## src/rtl/tsalu_pkg.sv

```systemverilog
// tsalu_pkg: shared constants, codes and types of the tagged stack alu
// no dependencies; used by every rtl file of the block
`timescale 1ns / 1ps
`default_nettype none

package tsalu_pkg;

    // parameter defaults
    localparam int DATA_WIDTH_DEF  = 32;
    localparam int STACK_DEPTH_DEF = 16;

    // fixed field widths
    localparam int PUSH_VALUE_W = 32;
    localparam int DEPTH_OUT_W  = 5;

    // operation kinds
    localparam logic [1:0] OPN_PUSH   = 2'd0;
    localparam logic [1:0] OPN_UNARY  = 2'd1;
    localparam logic [1:0] OPN_BINARY = 2'd2;
    localparam logic [1:0] OPN_NONE   = 2'd3;

    // opcodes
    localparam logic [3:0] OP_NEG  = 4'd0;
    localparam logic [3:0] OP_LNOT = 4'd1;
    localparam logic [3:0] OP_INV  = 4'd2;
    localparam logic [3:0] OP_ADD  = 4'd3;
    localparam logic [3:0] OP_SUB  = 4'd4;
    localparam logic [3:0] OP_MUL  = 4'd5;
    localparam logic [3:0] OP_DIV  = 4'd6;
    localparam logic [3:0] OP_MOD  = 4'd7;
    localparam logic [3:0] OP_AND  = 4'd8;
    localparam logic [3:0] OP_OR   = 4'd9;
    localparam logic [3:0] OP_XOR  = 4'd10;
    localparam logic [3:0] OP_LAND = 4'd11;
    localparam logic [3:0] OP_LOR  = 4'd12;

    // tags
    localparam logic [1:0] TAG_INT  = 2'd0;
    localparam logic [1:0] TAG_UNS  = 2'd1;
    localparam logic [1:0] TAG_BOOL = 2'd2;

    // status codes
    localparam logic [2:0] ST_OK          = 3'd0;
    localparam logic [2:0] ST_EMPTY       = 3'd1;
    localparam logic [2:0] ST_EXP_INT     = 3'd2;
    localparam logic [2:0] ST_EXP_INT_UNS = 3'd3;
    localparam logic [2:0] ST_DIV0        = 3'd4;
    localparam logic [2:0] ST_OVERFLOW    = 3'd5;
    localparam logic [2:0] ST_UNK_UNARY   = 3'd6;
    localparam logic [2:0] ST_UNK_BINARY  = 3'd7;

    // multiply / divide unit modes
    localparam logic [1:0] MD_MUL = 2'd0;
    localparam logic [1:0] MD_DIV = 2'd1;
    localparam logic [1:0] MD_MOD = 2'd2;

    // classified command handed from front to back
    typedef struct packed {
        logic [1:0] kind;
        logic [3:0] opcode;
        logic       op_known;
        logic [1:0] tag;
    } t_cmd;

    // request to the multiply / divide unit
    typedef struct packed {
        logic       start;
        logic [1:0] mode;
    } t_mdu_req;

endpackage

`default_nettype wire

```

## src/rtl/tsalu_front.sv

```systemverilog
// tsalu_front: accepts input words, classifies them, two-entry queue to the back
// depends on tsalu_pkg
`timescale 1ns / 1ps
`default_nettype none

module tsalu_front #(
    parameter int DATA_WIDTH = tsalu_pkg::DATA_WIDTH_DEF
) (
    input  wire logic                                i_clk,
    input  wire logic                                i_rst_n,
    input  wire logic                                i_valid,
    output logic                                     o_stall,
    input  wire logic [1:0]                          i_operation,
    input  wire logic [3:0]                          i_opcode,
    input  wire logic [tsalu_pkg::PUSH_VALUE_W-1:0]  i_push_value,
    input  wire logic [1:0]                          i_push_type,
    output logic                                     o_q_valid,
    output tsalu_pkg::t_cmd                          o_q_cmd,
    output logic [DATA_WIDTH-1:0]                    o_q_value,
    input  wire logic                                i_q_pop
);

    tsalu_pkg::t_cmd       r_q_cmd [2];
    logic [DATA_WIDTH-1:0] r_q_val [2];
    logic                  r_wr_ptr, n_wr_ptr;
    logic                  r_rd_ptr, n_rd_ptr;
    logic [1:0]            r_q_cnt, n_q_cnt;

    tsalu_pkg::t_cmd w_cmd;
    logic [63:0]     w_val64;
    logic            w_push;
    logic            w_pop;

    // classify the incoming word
    always_comb begin
        w_cmd.kind   = i_operation;
        w_cmd.opcode = i_opcode;
        w_cmd.tag    = i_push_type;
        unique case (i_operation)
            tsalu_pkg::OPN_UNARY:  w_cmd.op_known = (i_opcode <= tsalu_pkg::OP_INV);
            tsalu_pkg::OPN_BINARY: w_cmd.op_known = (i_opcode >= tsalu_pkg::OP_ADD) &&
                                                    (i_opcode <= tsalu_pkg::OP_LOR);
            default:               w_cmd.op_known = 1'b1;
        endcase
    end

    assign w_val64 = 64'(i_push_value);
    assign o_stall = (r_q_cnt == 2'd2);
    assign w_push  = i_valid && !o_stall;
    assign w_pop   = i_q_pop && o_q_valid;

    assign o_q_valid = (r_q_cnt != 2'd0);
    assign o_q_cmd   = r_q_cmd[r_rd_ptr];
    assign o_q_value = r_q_val[r_rd_ptr];

    always_comb begin
        n_wr_ptr = r_wr_ptr ^ w_push;
        n_rd_ptr = r_rd_ptr ^ w_pop;
        n_q_cnt  = r_q_cnt + 2'(w_push) - 2'(w_pop);
    end

    always_ff @(posedge i_clk) begin
        if (!i_rst_n) begin
            r_wr_ptr <= 1'b0;
            r_rd_ptr <= 1'b0;
            r_q_cnt  <= 2'd0;
        end else begin
            r_wr_ptr <= n_wr_ptr;
            r_rd_ptr <= n_rd_ptr;
            r_q_cnt  <= n_q_cnt;
        end
    end

    always_ff @(posedge i_clk) begin
        if (w_push) begin
            r_q_cmd[r_wr_ptr] <= w_cmd;
            r_q_val[r_wr_ptr] <= w_val64[DATA_WIDTH-1:0];
        end
    end

    a_cnt_range: assert property (@(posedge i_clk) disable iff (!i_rst_n)
        r_q_cnt <= 2'd2) else $error("queue count out of range");
    a_no_pop_empty: assert property (@(posedge i_clk) disable iff (!i_rst_n)
        (r_q_cnt == 2'd0) |-> !w_pop) else $error("pop from empty queue");
    a_cnt_track: assert property (@(posedge i_clk) disable iff (!i_rst_n)
        (w_push && !w_pop) |=> (r_q_cnt == $past(r_q_cnt) + 2'd1))
        else $error("queue count lost a word");

endmodule

`default_nettype wire

```

## src/rtl/tsalu_mdu.sv

```systemverilog
// tsalu_mdu: iterative shift-add multiplier and restoring divider, one bit per cycle
// depends on tsalu_pkg
`timescale 1ns / 1ps
`default_nettype none

module tsalu_mdu #(
    parameter int DATA_WIDTH = tsalu_pkg::DATA_WIDTH_DEF
) (
    input  wire logic                  i_clk,
    input  wire logic                  i_rst_n,
    input  tsalu_pkg::t_mdu_req        i_req,
    input  wire logic [DATA_WIDTH-1:0] i_a,
    input  wire logic [DATA_WIDTH-1:0] i_b,
    output logic                       o_done,
    output logic [DATA_WIDTH-1:0]      o_result
);

    localparam int CNT_W = $clog2(DATA_WIDTH + 1);

    logic                  r_busy, n_busy;
    logic                  r_fin, n_fin;
    logic [CNT_W-1:0]      r_cnt, n_cnt;
    logic [1:0]            r_mode, n_mode;
    logic                  r_neg_q, n_neg_q;
    logic                  r_neg_r, n_neg_r;
    logic [DATA_WIDTH-1:0] r_x, n_x;
    logic [DATA_WIDTH-1:0] r_y, n_y;
    logic [DATA_WIDTH-1:0] r_acc, n_acc;
    logic                  r_done, n_done;
    logic [DATA_WIDTH-1:0] r_res, n_res;

    always_comb begin
        logic [DATA_WIDTH:0]   v_rem_sh;
        logic [DATA_WIDTH+1:0] v_diff;
        logic                  v_qbit;
        v_rem_sh = {r_acc, r_x[DATA_WIDTH-1]};
        v_diff   = {1'b0, v_rem_sh} - {2'b00, r_y};
        v_qbit   = !v_diff[DATA_WIDTH+1];
        n_busy   = r_busy;
        n_fin    = 1'b0;
        n_cnt    = r_cnt;
        n_mode   = r_mode;
        n_neg_q  = r_neg_q;
        n_neg_r  = r_neg_r;
        n_x      = r_x;
        n_y      = r_y;
        n_acc    = r_acc;
        n_done   = 1'b0;
        n_res    = r_res;
        if (i_req.start) begin
            n_busy = 1'b1;
            n_cnt  = CNT_W'(DATA_WIDTH);
            n_mode = i_req.mode;
            n_acc  = '0;
            if (i_req.mode == tsalu_pkg::MD_MUL) begin
                n_x = i_a;
                n_y = i_b;
            end else begin
                // operate on magnitudes, fix signs at the end
                n_x = i_a[DATA_WIDTH-1] ? (DATA_WIDTH'(0) - i_a) : i_a;
                n_y = i_b[DATA_WIDTH-1] ? (DATA_WIDTH'(0) - i_b) : i_b;
            end
            n_neg_q = i_a[DATA_WIDTH-1] ^ i_b[DATA_WIDTH-1];
            n_neg_r = i_a[DATA_WIDTH-1];
        end else if (r_busy) begin
            if (r_mode == tsalu_pkg::MD_MUL) begin
                if (r_y[0]) n_acc = r_acc + r_x;
                n_x = r_x << 1;
                n_y = r_y >> 1;
            end else begin
                n_acc = v_qbit ? v_diff[DATA_WIDTH-1:0] : v_rem_sh[DATA_WIDTH-1:0];
                n_x   = {r_x[DATA_WIDTH-2:0], v_qbit};
            end
            n_cnt = r_cnt - CNT_W'(1);
            if (r_cnt == CNT_W'(1)) begin
                n_busy = 1'b0;
                n_fin  = 1'b1;
            end
        end
        if (r_fin) begin
            n_done = 1'b1;
            case (r_mode)
                tsalu_pkg::MD_MUL: n_res = r_acc;
                tsalu_pkg::MD_DIV: n_res = r_neg_q ? (DATA_WIDTH'(0) - r_x) : r_x;
                default:           n_res = r_neg_r ? (DATA_WIDTH'(0) - r_acc) : r_acc;
            endcase
        end
    end

    always_ff @(posedge i_clk) begin
        if (!i_rst_n) begin
            r_busy <= 1'b0;
            r_fin  <= 1'b0;
            r_done <= 1'b0;
        end else begin
            r_busy <= n_busy;
            r_fin  <= n_fin;
            r_done <= n_done;
        end
    end

    always_ff @(posedge i_clk) begin
        r_cnt   <= n_cnt;
        r_mode  <= n_mode;
        r_neg_q <= n_neg_q;
        r_neg_r <= n_neg_r;
        r_x     <= n_x;
        r_y     <= n_y;
        r_acc   <= n_acc;
        r_res   <= n_res;
    end

    assign o_done   = r_done;
    assign o_result = r_res;

    a_no_restart: assert property (@(posedge i_clk) disable iff (!i_rst_n)
        r_busy |-> !i_req.start) else $error("unit restarted while busy");
    a_done_after_fin: assert property (@(posedge i_clk) disable iff (!i_rst_n)
        r_fin |=> r_done) else $error("finish without done");
    a_busy_fin_excl: assert property (@(posedge i_clk) disable iff (!i_rst_n)
        !(r_busy && r_fin)) else $error("busy and finishing together");

endmodule

`default_nettype wire

```

## src/rtl/tsalu_back.sv

```systemverilog
// tsalu_back: operand stack memory, execution sequencer and output register
// depends on tsalu_pkg and tsalu_mdu
`timescale 1ns / 1ps
`default_nettype none

module tsalu_back #(
    parameter int DATA_WIDTH  = tsalu_pkg::DATA_WIDTH_DEF,
    parameter int STACK_DEPTH = tsalu_pkg::STACK_DEPTH_DEF
) (
    input  wire logic                               i_clk,
    input  wire logic                               i_rst_n,
    input  wire logic                               i_q_valid,
    input  tsalu_pkg::t_cmd                         i_q_cmd,
    input  wire logic [DATA_WIDTH-1:0]              i_q_value,
    output logic                                    o_q_pop,
    output logic                                    o_valid,
    input  wire logic                               i_stall,
    output logic [2:0]                              o_status,
    output logic [tsalu_pkg::PUSH_VALUE_W-1:0]      o_result_value,
    output logic [1:0]                              o_result_type,
    output logic [tsalu_pkg::DEPTH_OUT_W-1:0]       o_stack_depth
);

    localparam int AW = $clog2(STACK_DEPTH);
    localparam int CW = $clog2(STACK_DEPTH + 1);

    localparam logic [2:0] S_IDLE = 3'd0;
    localparam logic [2:0] S_RDB  = 3'd1;
    localparam logic [2:0] S_RDA  = 3'd2;
    localparam logic [2:0] S_EXEC = 3'd3;
    localparam logic [2:0] S_WAIT = 3'd4;
    localparam logic [2:0] S_DONE = 3'd5;

    logic [DATA_WIDTH-1:0] mem_val [STACK_DEPTH];
    logic [1:0]            mem_tag [STACK_DEPTH];

    logic [2:0]            r_state, n_state;
    logic [CW-1:0]         r_cnt, n_cnt;
    tsalu_pkg::t_cmd       r_cmd, n_cmd;
    logic [DATA_WIDTH-1:0] r_a, n_a, r_b, n_b;
    logic [1:0]            r_ta, n_ta, r_tb, n_tb;
    logic [2:0]            r_res_st, n_res_st;
    logic [DATA_WIDTH-1:0] r_res_val, n_res_val;
    logic [1:0]            r_res_tag, n_res_tag;
    logic                  r_res_push, n_res_push;
    logic [DATA_WIDTH-1:0] r_rd_val;
    logic [1:0]            r_rd_tag;
    logic                  r_out_valid, n_out_valid;
    logic [2:0]            r_out_st;
    logic [DATA_WIDTH-1:0] r_out_val;
    logic [1:0]            r_out_tag;
    logic [CW-1:0]         r_out_cnt;

    logic                  w_rd_en;
    logic [CW-1:0]         w_cnt_dec;
    logic                  w_we;
    logic                  w_out_free;
    logic                  w_out_load;
    tsalu_pkg::t_mdu_req   w_mdu_req;
    logic                  w_mdu_done;
    logic [DATA_WIDTH-1:0] w_mdu_res;
    logic [63:0]           w_out_val64;
    logic [31:0]           w_out_cnt32;

    assign w_out_free = !r_out_valid || !i_stall;
    assign w_cnt_dec  = r_cnt - CW'(1);

    always_comb begin
        n_state    = r_state;
        n_cnt      = r_cnt;
        n_cmd      = r_cmd;
        n_a        = r_a;
        n_b        = r_b;
        n_ta       = r_ta;
        n_tb       = r_tb;
        n_res_st   = r_res_st;
        n_res_val  = r_res_val;
        n_res_tag  = r_res_tag;
        n_res_push = r_res_push;
        o_q_pop    = 1'b0;
        w_rd_en    = 1'b0;
        w_we       = 1'b0;
        w_out_load = 1'b0;
        w_mdu_req  = '{start: 1'b0, mode: tsalu_pkg::MD_MUL};
        unique case (r_state)
            S_IDLE: begin
                n_res_st   = tsalu_pkg::ST_OK;
                n_res_val  = '0;
                n_res_tag  = tsalu_pkg::TAG_INT;
                n_res_push = 1'b0;
                if (i_q_valid) begin
                    o_q_pop = 1'b1;
                    n_cmd   = i_q_cmd;
                    unique case (i_q_cmd.kind) inside
                        tsalu_pkg::OPN_PUSH: begin
                            n_state = S_DONE;
                            if (r_cnt >= CW'(STACK_DEPTH)) begin
                                n_res_st = tsalu_pkg::ST_OVERFLOW;
                            end else begin
                                n_res_val  = i_q_value;
                                n_res_tag  = i_q_cmd.tag;
                                n_res_push = 1'b1;
                            end
                        end
                        tsalu_pkg::OPN_UNARY, tsalu_pkg::OPN_BINARY: begin
                            if (r_cnt == '0) begin
                                n_res_st = tsalu_pkg::ST_EMPTY;
                                n_state  = S_DONE;
                            end else begin
                                w_rd_en = 1'b1;
                                n_cnt   = w_cnt_dec;
                                n_state = S_RDB;
                            end
                        end
                        default: n_state = S_DONE;
                    endcase
                end
            end
            S_RDB: begin
                if (r_cmd.kind == tsalu_pkg::OPN_UNARY) begin
                    n_a     = r_rd_val;
                    n_ta    = r_rd_tag;
                    n_state = S_EXEC;
                end else begin
                    n_b  = r_rd_val;
                    n_tb = r_rd_tag;
                    if (r_cnt == '0) begin
                        n_res_st = tsalu_pkg::ST_EMPTY;
                        n_state  = S_DONE;
                    end else begin
                        w_rd_en = 1'b1;
                        n_cnt   = w_cnt_dec;
                        n_state = S_RDA;
                    end
                end
            end
            S_RDA: begin
                n_a     = r_rd_val;
                n_ta    = r_rd_tag;
                n_state = S_EXEC;
            end
            S_EXEC: begin
                n_state    = S_DONE;
                n_res_push = 1'b1;
                if (r_cmd.kind == tsalu_pkg::OPN_UNARY) begin
                    unique case (r_cmd.opcode)
                        tsalu_pkg::OP_NEG: begin
                            n_res_val = DATA_WIDTH'(0) - r_a;
                            if (r_ta != tsalu_pkg::TAG_INT) n_res_st = tsalu_pkg::ST_EXP_INT;
                        end
                        tsalu_pkg::OP_LNOT: begin
                            n_res_val = DATA_WIDTH'(r_a == '0);
                            if (r_ta != tsalu_pkg::TAG_BOOL) n_res_st = tsalu_pkg::ST_EXP_INT;
                        end
                        tsalu_pkg::OP_INV: begin
                            n_res_val = ~r_a;
                            if (r_ta != tsalu_pkg::TAG_INT && r_ta != tsalu_pkg::TAG_UNS)
                                n_res_st = tsalu_pkg::ST_EXP_INT_UNS;
                        end
                        default: n_res_st = tsalu_pkg::ST_UNK_UNARY;
                    endcase
                end else if (!r_cmd.op_known) begin
                    n_res_st = tsalu_pkg::ST_UNK_BINARY;
                end else if (r_ta != tsalu_pkg::TAG_INT || r_tb != tsalu_pkg::TAG_INT) begin
                    n_res_st = tsalu_pkg::ST_EXP_INT;
                end else begin
                    case (r_cmd.opcode) inside
                        tsalu_pkg::OP_ADD: n_res_val = r_a + r_b;
                        tsalu_pkg::OP_SUB: n_res_val = r_a - r_b;
                        tsalu_pkg::OP_MUL: begin
                            w_mdu_req = '{start: 1'b1, mode: tsalu_pkg::MD_MUL};
                            n_state   = S_WAIT;
                        end
                        tsalu_pkg::OP_DIV, tsalu_pkg::OP_MOD: begin
                            if (r_b == '0) begin
                                n_res_st = tsalu_pkg::ST_DIV0;
                            end else begin
                                w_mdu_req.start = 1'b1;
                                w_mdu_req.mode  = (r_cmd.opcode == tsalu_pkg::OP_DIV) ?
                                                  tsalu_pkg::MD_DIV : tsalu_pkg::MD_MOD;
                                n_state = S_WAIT;
                            end
                        end
                        tsalu_pkg::OP_AND:  n_res_val = r_a & r_b;
                        tsalu_pkg::OP_OR:   n_res_val = r_a | r_b;
                        tsalu_pkg::OP_XOR:  n_res_val = r_a ^ r_b;
                        tsalu_pkg::OP_LAND: n_res_val = DATA_WIDTH'((r_a != '0) && (r_b != '0));
                        default:            n_res_val = DATA_WIDTH'((r_a != '0) || (r_b != '0));
                    endcase
                end
                // any failed check pushes nothing
                if (n_res_st != tsalu_pkg::ST_OK) begin
                    n_res_push = 1'b0;
                    n_res_val  = '0;
                end
            end
            S_WAIT: begin
                if (w_mdu_done) begin
                    n_res_val = w_mdu_res;
                    n_state   = S_DONE;
                end
            end
            S_DONE: begin
                if (w_out_free) begin
                    w_out_load = 1'b1;
                    w_we       = r_res_push;
                    if (r_res_push) n_cnt = r_cnt + CW'(1);
                    n_state = S_IDLE;
                end
            end
            default: n_state = S_IDLE;
        endcase
    end

    always_comb begin
        n_out_valid = r_out_valid;
        if (w_out_load)    n_out_valid = 1'b1;
        else if (!i_stall) n_out_valid = 1'b0;
    end

    always_ff @(posedge i_clk) begin
        if (!i_rst_n) begin
            r_state     <= S_IDLE;
            r_cnt       <= '0;
            r_out_valid <= 1'b0;
        end else begin
            r_state     <= n_state;
            r_cnt       <= n_cnt;
            r_out_valid <= n_out_valid;
        end
    end

    always_ff @(posedge i_clk) begin
        r_cmd      <= n_cmd;
        r_a        <= n_a;
        r_b        <= n_b;
        r_ta       <= n_ta;
        r_tb       <= n_tb;
        r_res_st   <= n_res_st;
        r_res_val  <= n_res_val;
        r_res_tag  <= n_res_tag;
        r_res_push <= n_res_push;
        if (w_out_load) begin
            r_out_st  <= r_res_st;
            r_out_val <= r_res_val;
            r_out_tag <= r_res_tag;
            r_out_cnt <= r_res_push ? (r_cnt + CW'(1)) : r_cnt;
        end
    end

    // stack memory, one write and one registered read a cycle
    always_ff @(posedge i_clk) begin
        if (w_we) begin
            mem_val[r_cnt[AW-1:0]] <= r_res_val;
            mem_tag[r_cnt[AW-1:0]] <= r_res_tag;
        end
        if (w_rd_en) begin
            r_rd_val <= mem_val[w_cnt_dec[AW-1:0]];
            r_rd_tag <= mem_tag[w_cnt_dec[AW-1:0]];
        end
    end

    tsalu_mdu #(
        .DATA_WIDTH (DATA_WIDTH)
    ) u_mdu (
        .i_clk    (i_clk),
        .i_rst_n  (i_rst_n),
        .i_req    (w_mdu_req),
        .i_a      (r_a),
        .i_b      (r_b),
        .o_done   (w_mdu_done),
        .o_result (w_mdu_res)
    );

    assign w_out_val64    = 64'(r_out_val);
    assign w_out_cnt32    = 32'(r_out_cnt);
    assign o_valid        = r_out_valid;
    assign o_status       = r_out_st;
    assign o_result_value = w_out_val64[tsalu_pkg::PUSH_VALUE_W-1:0];
    assign o_result_type  = r_out_tag;
    assign o_stack_depth  = w_out_cnt32[tsalu_pkg::DEPTH_OUT_W-1:0];

    a_cnt_bound: assert property (@(posedge i_clk) disable iff (!i_rst_n)
        r_cnt <= CW'(STACK_DEPTH)) else $error("stack count beyond depth");
    a_push_room: assert property (@(posedge i_clk) disable iff (!i_rst_n)
        w_we |-> (r_cnt < CW'(STACK_DEPTH))) else $error("write into full stack");
    a_done_in_wait: assert property (@(posedge i_clk) disable iff (!i_rst_n)
        w_mdu_done |-> (r_state == S_WAIT)) else $error("unit result outside wait");
    a_load_shows: assert property (@(posedge i_clk) disable iff (!i_rst_n)
        w_out_load |=> (o_valid && o_stack_depth == $past(n_cnt[tsalu_pkg::DEPTH_OUT_W-1:0])
                        || CW > tsalu_pkg::DEPTH_OUT_W))
        else $error("loaded word does not show the new depth");

endmodule

`default_nettype wire

```

## src/rtl/tagged_stack_alu.sv

```systemverilog
// tagged_stack_alu: top level, front classifier and queue, back executor with stack
// depends on tsalu_pkg, tsalu_front, tsalu_back (and tsalu_mdu below it)
`timescale 1ns / 1ps
`default_nettype none

// channel   direction  handshake          payload
// input     in         i_valid / o_stall  i_operation, i_opcode, i_push_value, i_push_type
// result    out        o_valid / i_stall  o_status, o_result_value, o_result_type,
//                                         o_stack_depth
//
// a word waits in the front queue until the back sequencer pops and runs it:
// push and no-op pass S_IDLE and S_DONE; unary S_IDLE, S_RDB, S_EXEC, S_DONE;
// binary adds S_RDA; mul, div and mod add S_WAIT for the bit-per-cycle multiply/divide unit
// the stack memory gives one registered read a cycle, so each pop has its own read state
// reset (synchronous, active low) empties the stack; the memory itself is not cleared
// the front keeps taking words while the back works or a result is stalled,
// until its two-entry queue is full

module tagged_stack_alu #(
    parameter int DATA_WIDTH  = tsalu_pkg::DATA_WIDTH_DEF,
    parameter int STACK_DEPTH = tsalu_pkg::STACK_DEPTH_DEF
) (
    input  wire logic                                i_clk,
    input  wire logic                                i_rst_n,
    // input words
    input  wire logic                                i_valid,
    output logic                                     o_stall,
    input  wire logic [1:0]                          i_operation,
    input  wire logic [3:0]                          i_opcode,
    input  wire logic [tsalu_pkg::PUSH_VALUE_W-1:0]  i_push_value,
    input  wire logic [1:0]                          i_push_type,
    // result words
    output logic                                     o_valid,
    input  wire logic                                i_stall,
    output logic [2:0]                               o_status,
    output logic [tsalu_pkg::PUSH_VALUE_W-1:0]       o_result_value,
    output logic [1:0]                               o_result_type,
    output logic [tsalu_pkg::DEPTH_OUT_W-1:0]        o_stack_depth
);

    // queue between front and back
    logic                  w_q_valid;
    tsalu_pkg::t_cmd       w_q_cmd;
    logic [DATA_WIDTH-1:0] w_q_value;
    logic                  w_q_pop;

    // front: takes words, tags each with its kind and whether its opcode is known
    tsalu_front #(
        .DATA_WIDTH (DATA_WIDTH)
    ) u_front (
        .i_clk        (i_clk),
        .i_rst_n      (i_rst_n),
        .i_valid      (i_valid),
        .o_stall      (o_stall),
        .i_operation  (i_operation),
        .i_opcode     (i_opcode),
        .i_push_value (i_push_value),
        .i_push_type  (i_push_type),
        .o_q_valid    (w_q_valid),
        .o_q_cmd      (w_q_cmd),
        .o_q_value    (w_q_value),
        .i_q_pop      (w_q_pop)
    );

    // back: pops operands, checks tags, computes, pushes and registers the result
    tsalu_back #(
        .DATA_WIDTH  (DATA_WIDTH),
        .STACK_DEPTH (STACK_DEPTH)
    ) u_back (
        .i_clk          (i_clk),
        .i_rst_n        (i_rst_n),
        .i_q_valid      (w_q_valid),
        .i_q_cmd        (w_q_cmd),
        .i_q_value      (w_q_value),
        .o_q_pop        (w_q_pop),
        .o_valid        (o_valid),
        .i_stall        (i_stall),
        .o_status       (o_status),
        .o_result_value (o_result_value),
        .o_result_type  (o_result_type),
        .o_stack_depth  (o_stack_depth)
    );

endmodule

`default_nettype wire
```

## config.mk

```make
export PLATFORM = sky130hd
export DESIGN_NAME = tagged_stack_alu
export DESIGN_NICKNAME = d
export VERILOG_FILES = /design/src/rtl/tsalu_pkg.sv /design/src/rtl/tsalu_front.sv /design/src/rtl/tsalu_mdu.sv /design/src/rtl/tsalu_back.sv /design/src/rtl/tagged_stack_alu.sv
export SDC_FILE = /design/constraint.sdc
export NUM_CORES = 2
export LEC_CHECK = 0
export BUFFER_PORTS_ARGS = -buffer_cell sky130_fd_sc_hd__buf_2
export CAP_MARGIN = 25
export CORE_MARGIN = 1.5
export CORE_UTILIZATION = 45
export DETAILED_ROUTE_END_ITERATION = 6
export PLACE_DENSITY_LB_ADDON = 0.05
export SYNTH_ARGS = -nofsm -noshare
export SYNTH_HDL_FRONTEND = slang
export SYNTH_SLANG_ARGS = --single-unit
```

## constraint.sdc

```tcl
create_clock -name i_clk -period 14.1 [get_ports i_clk]
set_input_delay 1.41 -clock i_clk [delete_from_list [all_inputs] [get_ports i_clk]]
set_output_delay 1.41 -clock i_clk [all_outputs]
set_load 0.05 [all_outputs]
```

==> flow_metrics.tcl <==
set metrics [dict create \
    status "finished, final reports clean" \
    hold_class "flip-flop to flip-flop" \
    finalHoldViolations 0 \
    finalCriticalPeriod_ns 5.26 \
    r2r_slack_ns 8.84 \
    grt_pass1_wl_um 219000 \
    dp_slack_ns 8.95 \
    vias 32400 \
    cts_buffers 104 \
    synthArstFlopShare_pct 0 \
    holdBufCountCts 0 \
    path_class "flip-flop to flip-flop" \
    vdd_ir_drop_max_mv 0.140 \
    path_max_fanout 33 \
    cts_tree "yes" \
    insertion_delay_ns 0.72 \
    wl_per_cell_um 28.7 \
    maxSlewViolCount 0 \
    drt_iter0_markers 3262 \
    ys.flop_type "edfxtp_1" \
    row_count 120 \
    fin_nets 3997 \
    drv_cap 0 \
    syn_inst 3711 \
    synthTopCellsByArea "edfxtp_1 57%, mux4_2 7.9%, ha_1 4.6%" \
    dpl.hpwl_um 101000 \
    cp-end-kind "flip-flop" \
    boundaryPins 88 \
    cts_setup_buffers 0 \
    ys_warn_count 0 \
    yosys_register_bits 970 \
    die-area_sq_um 110000 \
    tightest_slew_ns 1.13 \
    yosys.area.top_type "edfxtp_1" \
    fin_crit_sh_pct 37.3 \
    synth_cell_types 77 \
    setup_viol 0 \
    rsz0062_at_grt "false" \
    synth-edff-count 915 \
    drc 0 \
    dieWidth_um 331 \
    antenna_found_initial 1 \
    cts_root_buf "clkbuf_16" \
    grt_pass1_vias 31900 \
    yosysMostFrequentCell "edfxtp_1" \
    fin_ws_ns 8.84 \
    postSynthAreaPerCell_sq_um 13.1 \
    viasPerCell 6.16 \
    clk_pin_slew_ns 0.06 \
    htreeDepth 3 \
    tns_ns 0 \
    routed_wl_um 151000 \
    syn-num-nets 3937 \
    cts_buffer_depth 3 \
    area_growth_pct 11.5 \
    place_congestion 0.968 \
    cts.sinks 970 \
    io_buffers 87 \
    cp.required_ns 14.47 \
    p_leak_nw 18.7 \
    p_per_area_nw_per_um2 181 \
    finClkSkew_ns 0.0467 \
    syn_area_sq_um 48600 \
    yosysSeqAreaShare_pct 58.9 \
    grt_use_total_pct 27.1 \
    gr-total-overflow 0 \
    grt_start_max_net_pins 103 \
    drt_pass1_iterations 7 \
    worst_setup_path_start_kind "flip-flop" \
    slew-limit-headroom_pct 23.6 \
    start_util_pct 45.4 \
    detail-route-antenna-nets 0 \
    drive_gt1_share_pct 15.6 \
    cp_data_arrival_time_ns 5.63 \
    core_area_sq_um 107000 \
    fmax_mhz 190 \
    cts-resized-gates 0 \
    yosys-top-cells-count "915 x edfxtp_1, 262 x nand2_1, 223 x o21ai_0" \
    die_h_um 331 \
    synth_top_area_share_pct 56.6 \
]
-- sequential cells by signal, summed over array words and instances, names as in the netlist, 3 cells and up, named ones only --
register and cells:
u_back.r_a 32, u_back.r_b 32, u_back.mem_tag 32, u_back.r_cmd 7
u_front.r_q_cmd 18, u_back.o_result_value 32, u_back.u_mdu.r_acc 32, u_back.r_res_st 3
u_back.r_rd_val 32, u_back.mem_val 512, u_back.r_cnt 5, u_back.r_state 3
u_front.r_q_val 64, u_back.u_mdu.r_cnt 6, u_back.o_stack_depth 5, u_back.r_res_val 32
u_back.o_status 3, u_back.u_mdu.r_x 32, u_back.u_mdu.r_y 32, u_back.u_mdu.o_result 32
-- worst max-delay path, stage by stage (launching register included) --
cell and delay, ns:
edfxtp_1 0.48, nor4_1 0.69, nand3_1 0.45, nor4_1 0.56, and3_1 0.36, nand3_1 0.13, a221oi_1 0.51, nand3_2 0.78
nor3_1 0.55, a21oi_4 0.04, buf_4 0.31
-- cell type report --
type,count,area (sq um)
fill,9216,52900
sequential,970,28600
multi-input combinational,2376,18900
clock buffer,126,2710
tap,1403,1760
timing repair buffer,153,963
clock inverter,64,632
inverter,166,623
antenna,3,7.51
-- logic make-up after synthesis --
kind of cell             share of synthesized area, %
flip-flops                                       58.9
AO/OA/AOI/OAI                                    12.4
AND/OR/NAND/NOR                                  8.37
buffers and inverters                            2.82
multiplexers                                     9.90
adder cells (fa/ha/maj)                          4.75
XOR/XNOR                                         2.90
-- final timing paths --
kind | start | to | cells after the start
worst max register to register | u_back.r_b[3]$_DFFE_PP_ | u_back.r_res_val[8]$_DFFE_PP_ | 10
worst min register to register | u_back.r_rd_val[20]$_DFFE_PP_ | u_back.r_a[20]$_DFFE_PP_ | 0
worst max-delay path | u_back.r_b[3]$_DFFE_PP_ | u_back.r_res_val[8]$_DFFE_PP_ | 10
worst min-delay path | u_back.r_rd_val[20]$_DFFE_PP_ | u_back.r_a[20]$_DFFE_PP_ | 0
-- power by group --
part	total (mW)	switching [mW]	leakage [nW]	internal [mW]
Combinational	2.90	1.81	8.25	1.09
Sequential	4.24	0.489	8.82	3.75
Clock	2.68	1.18	1.59	1.50
Total	9.82	3.48	18.7	6.34
-- per-stage QoR --
stage                     instances  hold WS, ns  util [%]  total power, mW  cell area, sq um
final                          5261        0.446      50.6             9.82             54100
after global placement         5062        0.426      47.4             7.12             50700
after floorplan                3711        0.421         -             5.94             48600
after CTS                      5255        0.447      50.5             9.85             54100
after global routing           5258        0.453      50.6             10.2             54100
after detailed placement       5065        0.436      47.4             7.15             50800
-- cells in the final DEF, fill, tap and decap left out, drive strengths merged, types with 29 or more instances in the layout --
cell    Yosys  routed
o22ai      40      40
nand3      57      57
mux2i      47      47
o31ai      41      41
clkbuf    173     127
a21o       52      52
buf        26     151
mux4      170     170
mux2       45      45
nor3       76      76
a21oi     221     221
nand2b     35      35
ha        178     178
dfxtp      55      55
nor2b      29      29
edfxtp    915     915
o211ai     40      40
inv       166     169
o21ai     223     223
xor2       31      31
xnor2     130     130
a211oi     52      52
clkinv      0      47
nor2      215     215
nand2     262     262
-- per-layer routing --
metal  vias to the layer above  wire, um  GRT usage (%)
li1                      14500         -              -
met3                       264      7770           2.98
met1                     16500     64600           37.0
met4                         0      5550           9.64
met5                         -         0              0
met2                      1174     73000           45.2
No activity file was read; power rests on OpenSTA's default activity.
